File: src/hw/rtl/pidl_pkg.sv
// ----------------------------------------------------------------------------
// pidl_pkg
// Shared types and constants of the PID controller with limits: register
// indexes, mode flag bits and the structs passed between the datapath parts.
// ----------------------------------------------------------------------------
package pidl_pkg;

    // configuration register indexes
    localparam logic [2:0] REG_KP_GAIN       = 3'd0;
    localparam logic [2:0] REG_KI_GAIN       = 3'd1;
    localparam logic [2:0] REG_KD_GAIN       = 3'd2;
    localparam logic [2:0] REG_ERROR_LIMIT   = 3'd3;
    localparam logic [2:0] REG_SEP_THRESHOLD = 3'd4;
    localparam logic [2:0] REG_INT_LIMIT     = 3'd5;
    localparam logic [2:0] REG_OUTPUT_LIMIT  = 3'd6;
    localparam logic [2:0] REG_ENABLE_FLAGS  = 3'd7;

    localparam int CFG_INDEX_W = 3;
    localparam int CFG_DATA_W  = 31;

    // mode flag bits
    localparam int FLAG_ERR_CLAMP  = 0;
    localparam int FLAG_SEPARATION = 1;
    localparam int FLAG_INT_CLAMP  = 2;

    // field widths
    localparam int SAMPLE_W = 16;
    localparam int ERR_W    = 17;
    localparam int DIFF_W   = 18;
    localparam int INT_W    = 32;
    localparam int OUT_W    = 16;

    // register file contents
    typedef struct packed {
        logic [15:0] kp_gain;
        logic [15:0] ki_gain;
        logic [15:0] kd_gain;
        logic [15:0] error_limit;
        logic [15:0] separation_threshold;
        logic [30:0] integral_limit;
        logic [14:0] output_limit;
        logic [2:0]  enable_flags;
    } pidl_cfg_t;

    // error stage results, consumed by the control law
    typedef struct packed {
        logic [ERR_W-1:0]  err;        // clamped error, signed
        logic [DIFF_W-1:0] diff;       // err minus previous err, signed
        logic              integrate;  // integral may accumulate this item
    } pidl_err_t;

endpackage

File: src/hw/rtl/pid_controller_with_limits.sv
// ----------------------------------------------------------------------------
// pid_controller_with_limits
// PID controller with error clamp, integral separation and integral and
// output limits; one drive value item for every sample item.
// ----------------------------------------------------------------------------
//  channel  | dir | tdata fields (low bit up)          | tuser / tlast
//  s_axis   | in  | setpoint[15:0], feedback[31:16]    | none
//  m_axis   | out | drive value[15:0]                  | none
//  cfg      | in  | cfg_we, cfg_index[2:0], cfg_wdata  | write only
//
//  An item is held in the input register and then lands in the output
//  register; throughput is one item per cycle while the output is not stalled.
//  The integral and previous error update as an item moves to the output.
//  A stalled output holds its item; the input register still takes one more.
//  Synchronous active-low reset clears the state, register file and valid flags.
// ----------------------------------------------------------------------------
module pid_controller_with_limits #(
    parameter int GAIN_FRAC_BITS = 8
) (
    input  logic                                aclk,
    input  logic                                aresetn,
    // sample items
    input  logic                                s_tvalid,
    output logic                                s_tready,
    input  logic [31:0]                         s_tdata,   // setpoint, feedback
    // drive value items
    output logic                                m_tvalid,
    input  logic                                m_tready,
    output logic [15:0]                         m_tdata,   // drive value
    // register writes
    input  logic                                cfg_we,
    input  logic [pidl_pkg::CFG_INDEX_W-1:0]    cfg_index,
    input  logic [pidl_pkg::CFG_DATA_W-1:0]     cfg_wdata
);

    pidl_pkg::pidl_cfg_t                cfg_reg;
    logic                               in_valid_reg;
    logic [pidl_pkg::SAMPLE_W-1:0]      setpoint_reg;
    logic [pidl_pkg::SAMPLE_W-1:0]      feedback_reg;
    logic                               out_valid_reg;
    logic [pidl_pkg::OUT_W-1:0]         out_data_reg;
    logic [pidl_pkg::ERR_W-1:0]         prev_error_reg;
    logic [pidl_pkg::INT_W-1:0]         integral_reg;
    logic [pidl_pkg::INT_W-1:0]         integral_next;
    logic [pidl_pkg::OUT_W-1:0]         drive_out;
    pidl_pkg::pidl_err_t                err_info;
    logic                               advance;
    logic                               step;

    // handshake
    assign advance  = !out_valid_reg || m_tready;
    assign step     = in_valid_reg && advance;
    assign s_tready = !in_valid_reg || advance;
    assign m_tvalid = out_valid_reg;
    assign m_tdata  = out_data_reg;

    // register file
    always_ff @(posedge aclk) begin
        if (!aresetn) begin
            cfg_reg <= '0;
        end else if (cfg_we) begin
            unique case (cfg_index)
                pidl_pkg::REG_KP_GAIN:       cfg_reg.kp_gain <= cfg_wdata[15:0];
                pidl_pkg::REG_KI_GAIN:       cfg_reg.ki_gain <= cfg_wdata[15:0];
                pidl_pkg::REG_KD_GAIN:       cfg_reg.kd_gain <= cfg_wdata[15:0];
                pidl_pkg::REG_ERROR_LIMIT:   cfg_reg.error_limit <= cfg_wdata[15:0];
                pidl_pkg::REG_SEP_THRESHOLD: begin
                    cfg_reg.separation_threshold <= cfg_wdata[15:0];
                end
                pidl_pkg::REG_INT_LIMIT:     cfg_reg.integral_limit <= cfg_wdata[30:0];
                pidl_pkg::REG_OUTPUT_LIMIT:  cfg_reg.output_limit <= cfg_wdata[14:0];
                pidl_pkg::REG_ENABLE_FLAGS:  cfg_reg.enable_flags <= cfg_wdata[2:0];
                default: ;
            endcase
        end
    end

    // input register
    always_ff @(posedge aclk) begin
        if (!aresetn) begin
            in_valid_reg <= 1'b0;
        end else if (s_tready) begin
            in_valid_reg <= s_tvalid;
        end
    end

    always_ff @(posedge aclk) begin
        if (s_tready && s_tvalid) begin
            setpoint_reg <= s_tdata[15:0];
            feedback_reg <= s_tdata[31:16];
        end
    end

    // error path and control law
    pidl_error u_error (
        .setpoint   (setpoint_reg),
        .feedback   (feedback_reg),
        .prev_error (prev_error_reg),
        .cfg        (cfg_reg),
        .err_info   (err_info)
    );

    pidl_law #(
        .GAIN_FRAC_BITS (GAIN_FRAC_BITS)
    ) u_law (
        .err_info       (err_info),
        .integral       (integral_reg),
        .cfg            (cfg_reg),
        .integral_next  (integral_next),
        .drive_out      (drive_out)
    );

    // controller state, updated once per item
    always_ff @(posedge aclk) begin
        if (!aresetn) begin
            prev_error_reg <= '0;
            integral_reg   <= '0;
        end else if (step) begin
            prev_error_reg <= err_info.err;
            integral_reg   <= integral_next;
        end
    end

    // output register
    always_ff @(posedge aclk) begin
        if (!aresetn) begin
            out_valid_reg <= 1'b0;
        end else if (advance) begin
            out_valid_reg <= in_valid_reg;
        end
    end

    always_ff @(posedge aclk) begin
        if (step) begin
            out_data_reg <= drive_out;
        end
    end

`ifndef SYNTHESIS
    // output limit is at most 32767, so the most negative code never shows
    a_out_range: assert property (@(posedge aclk) disable iff (!aresetn)
        m_tvalid |-> (m_tdata != 16'h8000))
        else $error("drive value outside symmetric range");

    // state moves only when an item passes to the output
    a_state_hold: assert property (@(posedge aclk) disable iff (!aresetn)
        !step |=> ($stable(integral_reg) && $stable(prev_error_reg)))
        else $error("controller state changed without an item");

    // input is refused only when both registers are full and output stalls
    a_ready: assert property (@(posedge aclk) disable iff (!aresetn)
        !s_tready |-> (in_valid_reg && m_tvalid && !m_tready))
        else $error("input refused while there was room");
`endif

endmodule

File: src/hw/rtl/pidl_error.sv
// ----------------------------------------------------------------------------
// pidl_error
// Error path: setpoint minus feedback, optional symmetric clamp, integral
// separation decision and the error difference for the derivative term.
// ----------------------------------------------------------------------------
module pidl_error (
    input  logic [pidl_pkg::SAMPLE_W-1:0] setpoint,
    input  logic [pidl_pkg::SAMPLE_W-1:0] feedback,
    input  logic [pidl_pkg::ERR_W-1:0]    prev_error,
    input  pidl_pkg::pidl_cfg_t           cfg,
    output pidl_pkg::pidl_err_t           err_info
);

    logic signed [pidl_pkg::DIFF_W-1:0] raw_err;
    logic signed [pidl_pkg::DIFF_W-1:0] lim_pos;
    logic signed [pidl_pkg::DIFF_W-1:0] lim_neg;
    logic signed [pidl_pkg::DIFF_W-1:0] clamped;
    logic signed [pidl_pkg::ERR_W-1:0]  err;
    logic        [pidl_pkg::ERR_W-1:0]  mag;

    // raw error, one bit wider than needed so the clamp compare cannot wrap
    assign raw_err = $signed({{2{setpoint[15]}}, setpoint})
                   - $signed({{2{feedback[15]}}, feedback});
    assign lim_pos = $signed({2'b00, cfg.error_limit});
    assign lim_neg = -lim_pos;

    // optional symmetric error clamp
    always_comb begin
        clamped = raw_err;
        if (cfg.enable_flags[pidl_pkg::FLAG_ERR_CLAMP]) begin
            if (raw_err > lim_pos) begin
                clamped = lim_pos;
            end else if (raw_err < lim_neg) begin
                clamped = lim_neg;
            end
        end
    end

    assign err = clamped[pidl_pkg::ERR_W-1:0];
    assign mag = err[pidl_pkg::ERR_W-1] ? pidl_pkg::ERR_W'(-err) : err;

    // integral separation and derivative difference
    assign err_info.err       = err;
    assign err_info.integrate = !cfg.enable_flags[pidl_pkg::FLAG_SEPARATION]
                              || (mag <= {1'b0, cfg.separation_threshold});
    assign err_info.diff      = $signed({err[pidl_pkg::ERR_W-1], err})
                              - $signed({prev_error[pidl_pkg::ERR_W-1], prev_error});

endmodule

File: src/hw/rtl/pidl_law.sv
// ----------------------------------------------------------------------------
// pidl_law
// Control law: three gain products scaled by the fraction bits, saturating
// integral with optional clamp, and the clamped output sum.
// ----------------------------------------------------------------------------
module pidl_law #(
    parameter int GAIN_FRAC_BITS = 8
) (
    input  pidl_pkg::pidl_err_t        err_info,
    input  logic [pidl_pkg::INT_W-1:0] integral,
    input  pidl_pkg::pidl_cfg_t        cfg,
    output logic [pidl_pkg::INT_W-1:0] integral_next,
    output logic [pidl_pkg::OUT_W-1:0] drive_out
);

    localparam int PK_W  = 33;   // 16 x 17 product
    localparam int PD_W  = 34;   // 16 x 18 product
    localparam int ACC_W = 34;
    localparam int Y_W   = 36;

    logic signed [PK_W-1:0]  prod_kp;
    logic signed [PK_W-1:0]  prod_ki;
    logic signed [PD_W-1:0]  prod_kd;
    logic signed [PK_W-1:0]  kp_term;
    logic signed [PK_W-1:0]  ki_term;
    logic signed [PD_W-1:0]  kd_term;
    logic signed [ACC_W-1:0] acc;
    logic signed [ACC_W-1:0] int_base;
    logic signed [ACC_W-1:0] int_lim_pos;
    logic signed [ACC_W-1:0] int_lim_neg;
    logic signed [ACC_W-1:0] int_clamped;
    logic signed [Y_W-1:0]   y_sum;
    logic signed [Y_W-1:0]   out_lim_pos;
    logic signed [Y_W-1:0]   out_lim_neg;
    logic signed [Y_W-1:0]   y_clamped;

    // gain products, floor-scaled by an arithmetic shift
    assign prod_kp = $signed(cfg.kp_gain) * $signed(err_info.err);
    assign prod_ki = $signed(cfg.ki_gain) * $signed(err_info.err);
    assign prod_kd = $signed(cfg.kd_gain) * $signed(err_info.diff);
    assign kp_term = prod_kp >>> GAIN_FRAC_BITS;
    assign ki_term = prod_ki >>> GAIN_FRAC_BITS;
    assign kd_term = prod_kd >>> GAIN_FRAC_BITS;

    // integral accumulate with 32-bit saturation
    assign acc = $signed({{2{integral[pidl_pkg::INT_W-1]}}, integral})
               + $signed({ki_term[PK_W-1], ki_term});

    always_comb begin
        int_base = $signed({{2{integral[pidl_pkg::INT_W-1]}}, integral});
        if (err_info.integrate) begin
            if (acc > $signed(ACC_W'(34'sh0_7FFF_FFFF))) begin
                int_base = $signed(ACC_W'(34'sh0_7FFF_FFFF));
            end else if (acc < $signed(34'sh3_8000_0000)) begin
                int_base = $signed(34'sh3_8000_0000);
            end else begin
                int_base = acc;
            end
        end
    end

    // optional integral clamp
    assign int_lim_pos = $signed({3'b000, cfg.integral_limit});
    assign int_lim_neg = -int_lim_pos;

    always_comb begin
        int_clamped = int_base;
        if (cfg.enable_flags[pidl_pkg::FLAG_INT_CLAMP]) begin
            if (int_base > int_lim_pos) begin
                int_clamped = int_lim_pos;
            end else if (int_base < int_lim_neg) begin
                int_clamped = int_lim_neg;
            end
        end
    end

    assign integral_next = int_clamped[pidl_pkg::INT_W-1:0];

    // output sum and clamp
    assign y_sum = $signed({{(Y_W-PK_W){kp_term[PK_W-1]}}, kp_term})
                 + $signed({{(Y_W-pidl_pkg::INT_W){integral_next[pidl_pkg::INT_W-1]}},
                            integral_next})
                 + $signed({{(Y_W-PD_W){kd_term[PD_W-1]}}, kd_term});
    assign out_lim_pos = $signed({21'd0, cfg.output_limit});
    assign out_lim_neg = -out_lim_pos;

    always_comb begin
        y_clamped = y_sum;
        if (y_sum > out_lim_pos) begin
            y_clamped = out_lim_pos;
        end else if (y_sum < out_lim_neg) begin
            y_clamped = out_lim_neg;
        end
    end

    assign drive_out = y_clamped[pidl_pkg::OUT_W-1:0];

endmodule

File: config.mk
export PLATFORM = sky130hd
export DESIGN_NAME = pid_controller_with_limits
export DESIGN_NICKNAME = d
export VERILOG_FILES = /design/src/hw/rtl/pidl_pkg.sv /design/src/hw/rtl/pid_controller_with_limits.sv /design/src/hw/rtl/pidl_error.sv /design/src/hw/rtl/pidl_law.sv
export SDC_FILE = /design/constraint.sdc
export NUM_CORES = 2
export LEC_CHECK = 0
export ABC_AREA = 1
export BUFFER_PORTS_ARGS = -buffer_cell sky130_fd_sc_hd__buf_4
export CAP_MARGIN = 20
export CELL_PAD_IN_SITES_DETAIL_PLACEMENT = 0
export CELL_PAD_IN_SITES_GLOBAL_PLACEMENT = 1
export CORE_ASPECT_RATIO = 0.6
export CORE_MARGIN = 5
export CORE_UTILIZATION = 54
export CTS_BUF_LIST = sky130_fd_sc_hd__clkbuf_4
export DETAILED_ROUTE_END_ITERATION = 8
export PLACE_DENSITY_LB_ADDON = 0.15
export SLEW_MARGIN = 40
export SYNTH_ARGS = -nofsm -noshare
export SYNTH_HDL_FRONTEND = slang
export SYNTH_HIERARCHICAL = 1
export SYNTH_SLANG_ARGS = --single-unit
File: constraint.sdc
create_clock -name aclk -period 45.2 [get_ports aclk]
set_input_delay 2.26 -clock aclk [delete_from_list [all_inputs] [get_ports aclk]]
set_output_delay 2.26 -clock aclk [all_outputs]
set_load 0.02 [all_outputs]
* Yosys cells after proc, flatten, opt, wreduce, memory -nomap -nowiden
Index checks and enable logic that the tools add are counted.
** Storage, ports and cells
- Register bits after elaboration :: 228
- Bits of input ports :: 71
** Operators by class
- Add/subtract/negate cells :: 9
- $mul :: 3
- $lt $le $gt $ge :: 9
- Equal/unequal tests :: 7
- Muxes and demuxes :: 12
- Reduce and logical (&&, ||, !) cells :: 17
** Operators by type and width (number)
- 34-bit two-way mux :: 3
- 32-bit two-way mux :: 3
- 17-bit two-way mux :: 4
- 16-bit by 17-bit multiplier with 33-bit output :: 2
- 36-bit by 16-bit > comparator with 1-bit output :: 1
- 36-bit < comparator :: 1
- 15-bit negation with 36-bit output :: 1
- 33-bit by 26-bit adder with 34-bit output :: 1
- 34-bit by 32-bit > comparator with 1-bit output :: 1
- 34-bit by 32-bit > comparator with 1-bit output (second input constant) :: 1
- 34-bit by 32-bit < comparator with 1-bit output (second input constant) :: 1
- 34-bit < comparator :: 1
- 16-bit by 18-bit multiplier with 34-bit output :: 1
- 31-bit negation with 34-bit output :: 1
- 25-bit by 32-bit adder with 33-bit output :: 1
- 32-bit by 25-bit adder with 33-bit output :: 1
- 17-bit by 18-bit < comparator with 1-bit output :: 1
- 16-bit negation with 18-bit output :: 1
- 17-bit by 17-bit subtractor with 18-bit output :: 1
- 17-bit > comparator :: 1
- 17-bit by 16-bit <= comparator with 1-bit output :: 1
- 17-bit negation :: 1
- 16-bit by 16-bit subtractor with 17-bit output :: 1
- 16-bit two-way mux :: 1
- other kinds (9) :: 25

* Logic depth before layout (Yosys ltp)
- Depth in word-level cells :: 20
- Gate-level depth with buffers :: 127

* Cells and area by module
Netlist, hierarchy kept.
** Modules (own cells, without submodules)
- pidl_law :: times used 1, cells each 5836, area each 42498.3 µm², seq. area each 0.0 µm²
- pid_controller_with_limits :: times used 1, cells each 1074, area each 8823.5 µm², seq. area each 5044.8 µm²
- pidl_error :: times used 1, cells each 760, area each 4306.6 µm², seq. area each 0.0 µm²

* Worst setup path before layout
No wires, ideal clock.
- Path type :: flip-flop to flip-flop
- Start point :: register feedback_reg[0] in the netlist's numbering
- End point :: register out_data_reg, in the netlist m_tdata[0], data pin
- Data arrival time :: 16.047 ns
- Data required time :: 44.951 ns
- Setup slack :: 28.904 ns
- Stages on the path, launching flop included :: 106
- Path buffers :: 5
- Clock period less this slack :: 16.296 ns
- Path through :: edfxtp_1 -> ha_1 -> fa_1 -> nand3b_1 -> nand2_1 -> nand2_1 -> nand2_2 -> a21boi_0 -> o21ai_0 -> xor2_1 -> inv_1 -> ha_1 -> nand2_1 -> inv_1 -> o21ai_0 -> nand2_1 -> nor2_1 -> nand3_1 -> (+70 left out) -> nand2_1 -> inv_1 -> nand3_1 -> nor3_1 -> nand4_1 -> nand3_1 -> nand4_1 -> nor2_1 -> nor2_1 -> nand2_1 -> nand2_1 -> nand2_2 -> nand2_4 -> nand2_4 -> buf_6 -> nand3_1 -> nand2_1 -> inv_1
** RTL lines
- from (decl) :: line pid_controller_with_limits.sv:39 : logic [pidl_pkg::SAMPLE_W-1:0] feedback_reg;
- from (signal assigned) :: line pid_controller_with_limits.sv:90 : feedback_reg <= s_tdata[31:16];
- to (signal assigned) :: line pid_controller_with_limits.sv:135 : out_data_reg <= drive_out;
- to (decl) :: line pid_controller_with_limits.sv:41 : logic [pidl_pkg::OUT_W-1:0] out_data_reg;

==> out/results.tsv <==
metric	value	unit
avgSynthCellArea	7.253	um^2
wl	191.7	mm
largest_register_ff_count	129	
cts_buffers	61	
slew_violations	0	
area_delta_synth_final	4.816	%
drt_first_iter_violations	5711	
cts_hold_buf	0	
synth_seq_area_share	0.09069	
tritoncts	done	
cts_setup_buffers	0	
ys.warnings.count	6	
min_period	21920	ps
cts.clk_slew.worst_paths	70	ps
startpoint_type	flip-flop	
cts_root_buf	clkbuf_4	
status	finished clean	
syn-num-nets	9122	
design_area	58310	um^2
slowest_delay	770	ps
dpl_cell_area	57460	um^2
grt_max_degree	112	
finClkSkew	120.6	ps
io_buffers	88	
ctsResizeCount	0	
vias	49669	
cts.sinks	228	
synth_area	55630	um^2
core_area	102500	um^2
dp_hpwl	155.4	mm
maxSlewHeadroom	0.3821	
slowest_stage	o21ai_0	
grt_setup_unrepaired	no	
drive_gt1_frac	0.06133	
grt_pass1_vias	47994	
dr.pass1.iters	6	
finalCritPeriodShare	0.4849	
h-tree-depth	2	
io_pins	89	
start_util	0.5429	
grt-ovfl-total	0	
endpoint_kind	flip-flop	
setup_viol	0	
finalHoldViolations	0	
worstPathArrival	22560	ps
dieArea	109700	um^2
die-height	258.6	um
cp_max_fo	28	
wl_per_cell	21.22	um
ant_nets	0	
syn_inst	7670	
pre_cts_ws	24080	ps
cp_common_cell	nand2_1	
hold_path_class	flip-flop to flip-flop	
insertion_delay	970	ps
clk_path_buf_depth	3	
setup_ws	23280	ps
tightestPinTransition	925.8	ps
gp_congestion	1.032	
fin_nets	9084	
ys_ff_latch	228	
fillers	9964	
max_freq	0.04563	GHz
antenna_found_initial	5	
cp.required	45850	ps
drc	0	
drv_cap	0	
worstSetupPathType	flip-flop to flip-flop	
rows	91	
via_per_inst	5.499	
synth_cell_types	68	
grt_pass1_wl	294.2	mm
grt_use_total	0.3492	
dieWidth	424.4	um
fin_setup_tns	0	ps
## cell type report
class | count | area, um^2 | area share
antenna | 5 | 12.51 | 0.0002146
clock inverter | 20 | 127.6 | 0.002189
sequential | 228 | 5060 | 0.08678
timing repair buffer | 172 | 1326 | 0.02275
inverter | 1870 | 7023 | 0.1204
multi-input combinational | 5299 | 42390 | 0.7270
tap | 1348 | 1687 | 0.02893
clock buffer | 91 | 683.2 | 0.01172
## per-layer routing
metal | GRT usage | wire, um
met4 | 0.06954 | 4045
met5 | 0 | 0
met2 | 0.4503 | 70270
met3 | 0.1032 | 25080
met1 | 0.5654 | 92300
## worst paths after layout
check                      startpoint                        to  slack, ps  cells past startpoint
max          cfg_reg[67]$_SDFFE_PN0P_      m_tdata[0]$_DFFE_PP_      23280                    100
min          cfg_reg[59]$_SDFFE_PN0P_  cfg_reg[59]$_SDFFE_PN0P_        480                      2
max reg2reg  cfg_reg[67]$_SDFFE_PN0P_      m_tdata[0]$_DFFE_PP_      23280                    100
min reg2reg  cfg_reg[59]$_SDFFE_PN0P_  cfg_reg[59]$_SDFFE_PN0P_        480                      2
## cell families (layout without fill, tap and decap cells)
logic type | after synthesis | count (layout) | share of synthesized area
AO/OA/AOI/OAI | 576 | 576 | 0.05929
XOR/XNOR | 218 | 218 | 0.03466
adder cells (fa/ha/maj) | 1381 | 1381 | 0.4287
buffers and inverters | 2143 | 2153 | 0.1496
flip-flops | 228 | 228 | 0.09069
other | 0 | 5 | 0
AND/OR/NAND/NOR | 3124 | 3124 | 0.2371
## through the flow
step,hold slack (ps),instances,utilization
after global placement,464.7,8915,0.5600
final,484.0,9033,0.5690
after CTS,487.1,9028,0.5686
after floorplan,452.3,7670,-
after global routing,512.7,9030,0.5689
after detailed placement,471.8,8917,0.5607
## worst max-delay path, delay by kind of cell, from the launching register on
| family | cells | cell delay, ps |
|---|---|---|
| and+or+nand+nor | 58 | 9850 |
| adders and majority gates | 13 | 5640 |
| AOI/OAI and AO/OA | 12 | 3090 |
| buffers and inverters | 14 | 1890 |
| xor gates and xnor gates | 3 | 710 |
| DFF | 1 | 370 |
## cell usage in the layout, fill, tap and decap left out, types with 7 or more instances in the layout
cell type,count
a211oi_1,7
a21boi_0,8
a21o_1,23
a21oi_1,257
a21oi_2,7
a31oi_1,9
buf_4,168
clkbuf_4,91
clkinv_1,15
dfxtp_1,168
dfxtp_2,12
edfxtp_1,48
fa_1,875
ha_1,504
inv_1,1849
inv_2,17
nand2_1,1823
nand2_2,34
nand2_4,8
nand3_1,335
nand3b_1,57
nand4_1,66
nor2_1,623
nor2_2,17
nor2_4,13
nor3_1,54
nor3_2,8
nor4_1,16
o211ai_1,13
o21a_1,13
o21ai_0,157
o21ai_1,12
o21bai_1,25
o22ai_1,11
or2_2,46
xnor2_1,77
xor2_1,133
## synth_stat cells, drive strengths merged
cell     instances  area, um^2
o221ai           3       26.28
nor2           653        2574
o21bai          27       210.2
or2             48       300.3
o211ai          17       147.6
a21o            23       172.7
dfxtp          180        3603
inv           1868        7014
a31oi            9       56.30
nand4           68       437.9
nor4            16       100.1
edfxtp          48        1441
and3             3       18.77
o22ai           11       68.82
a31o             2       17.52
xnor2           78       683.2
or3              1       6.260
nand2         1865        7131
clkinv           2       8.750
a2111oi          1       8.760
o2111ai          5       43.79
o21ai          173       880.8
or4              1       7.510
nand3          344        1789
and2             4       27.53
xor2           140        1245
a221oi           4       35.03
a21oi          265        1356
nor3b            2       20.02
buf             81       570.6
fa             875       17520
o31ai            3       22.52
nand3b          57       427.9
ha             506        6331
clkbuf         192       725.7
a211oi           7       52.55
a21boi          13       101.4
o21a            13       97.59
nor3            62       350.3
Power is left out: the tool's default activity adds up to more than one toggle a clock period on the data nets, which glitch-free logic cannot reach.
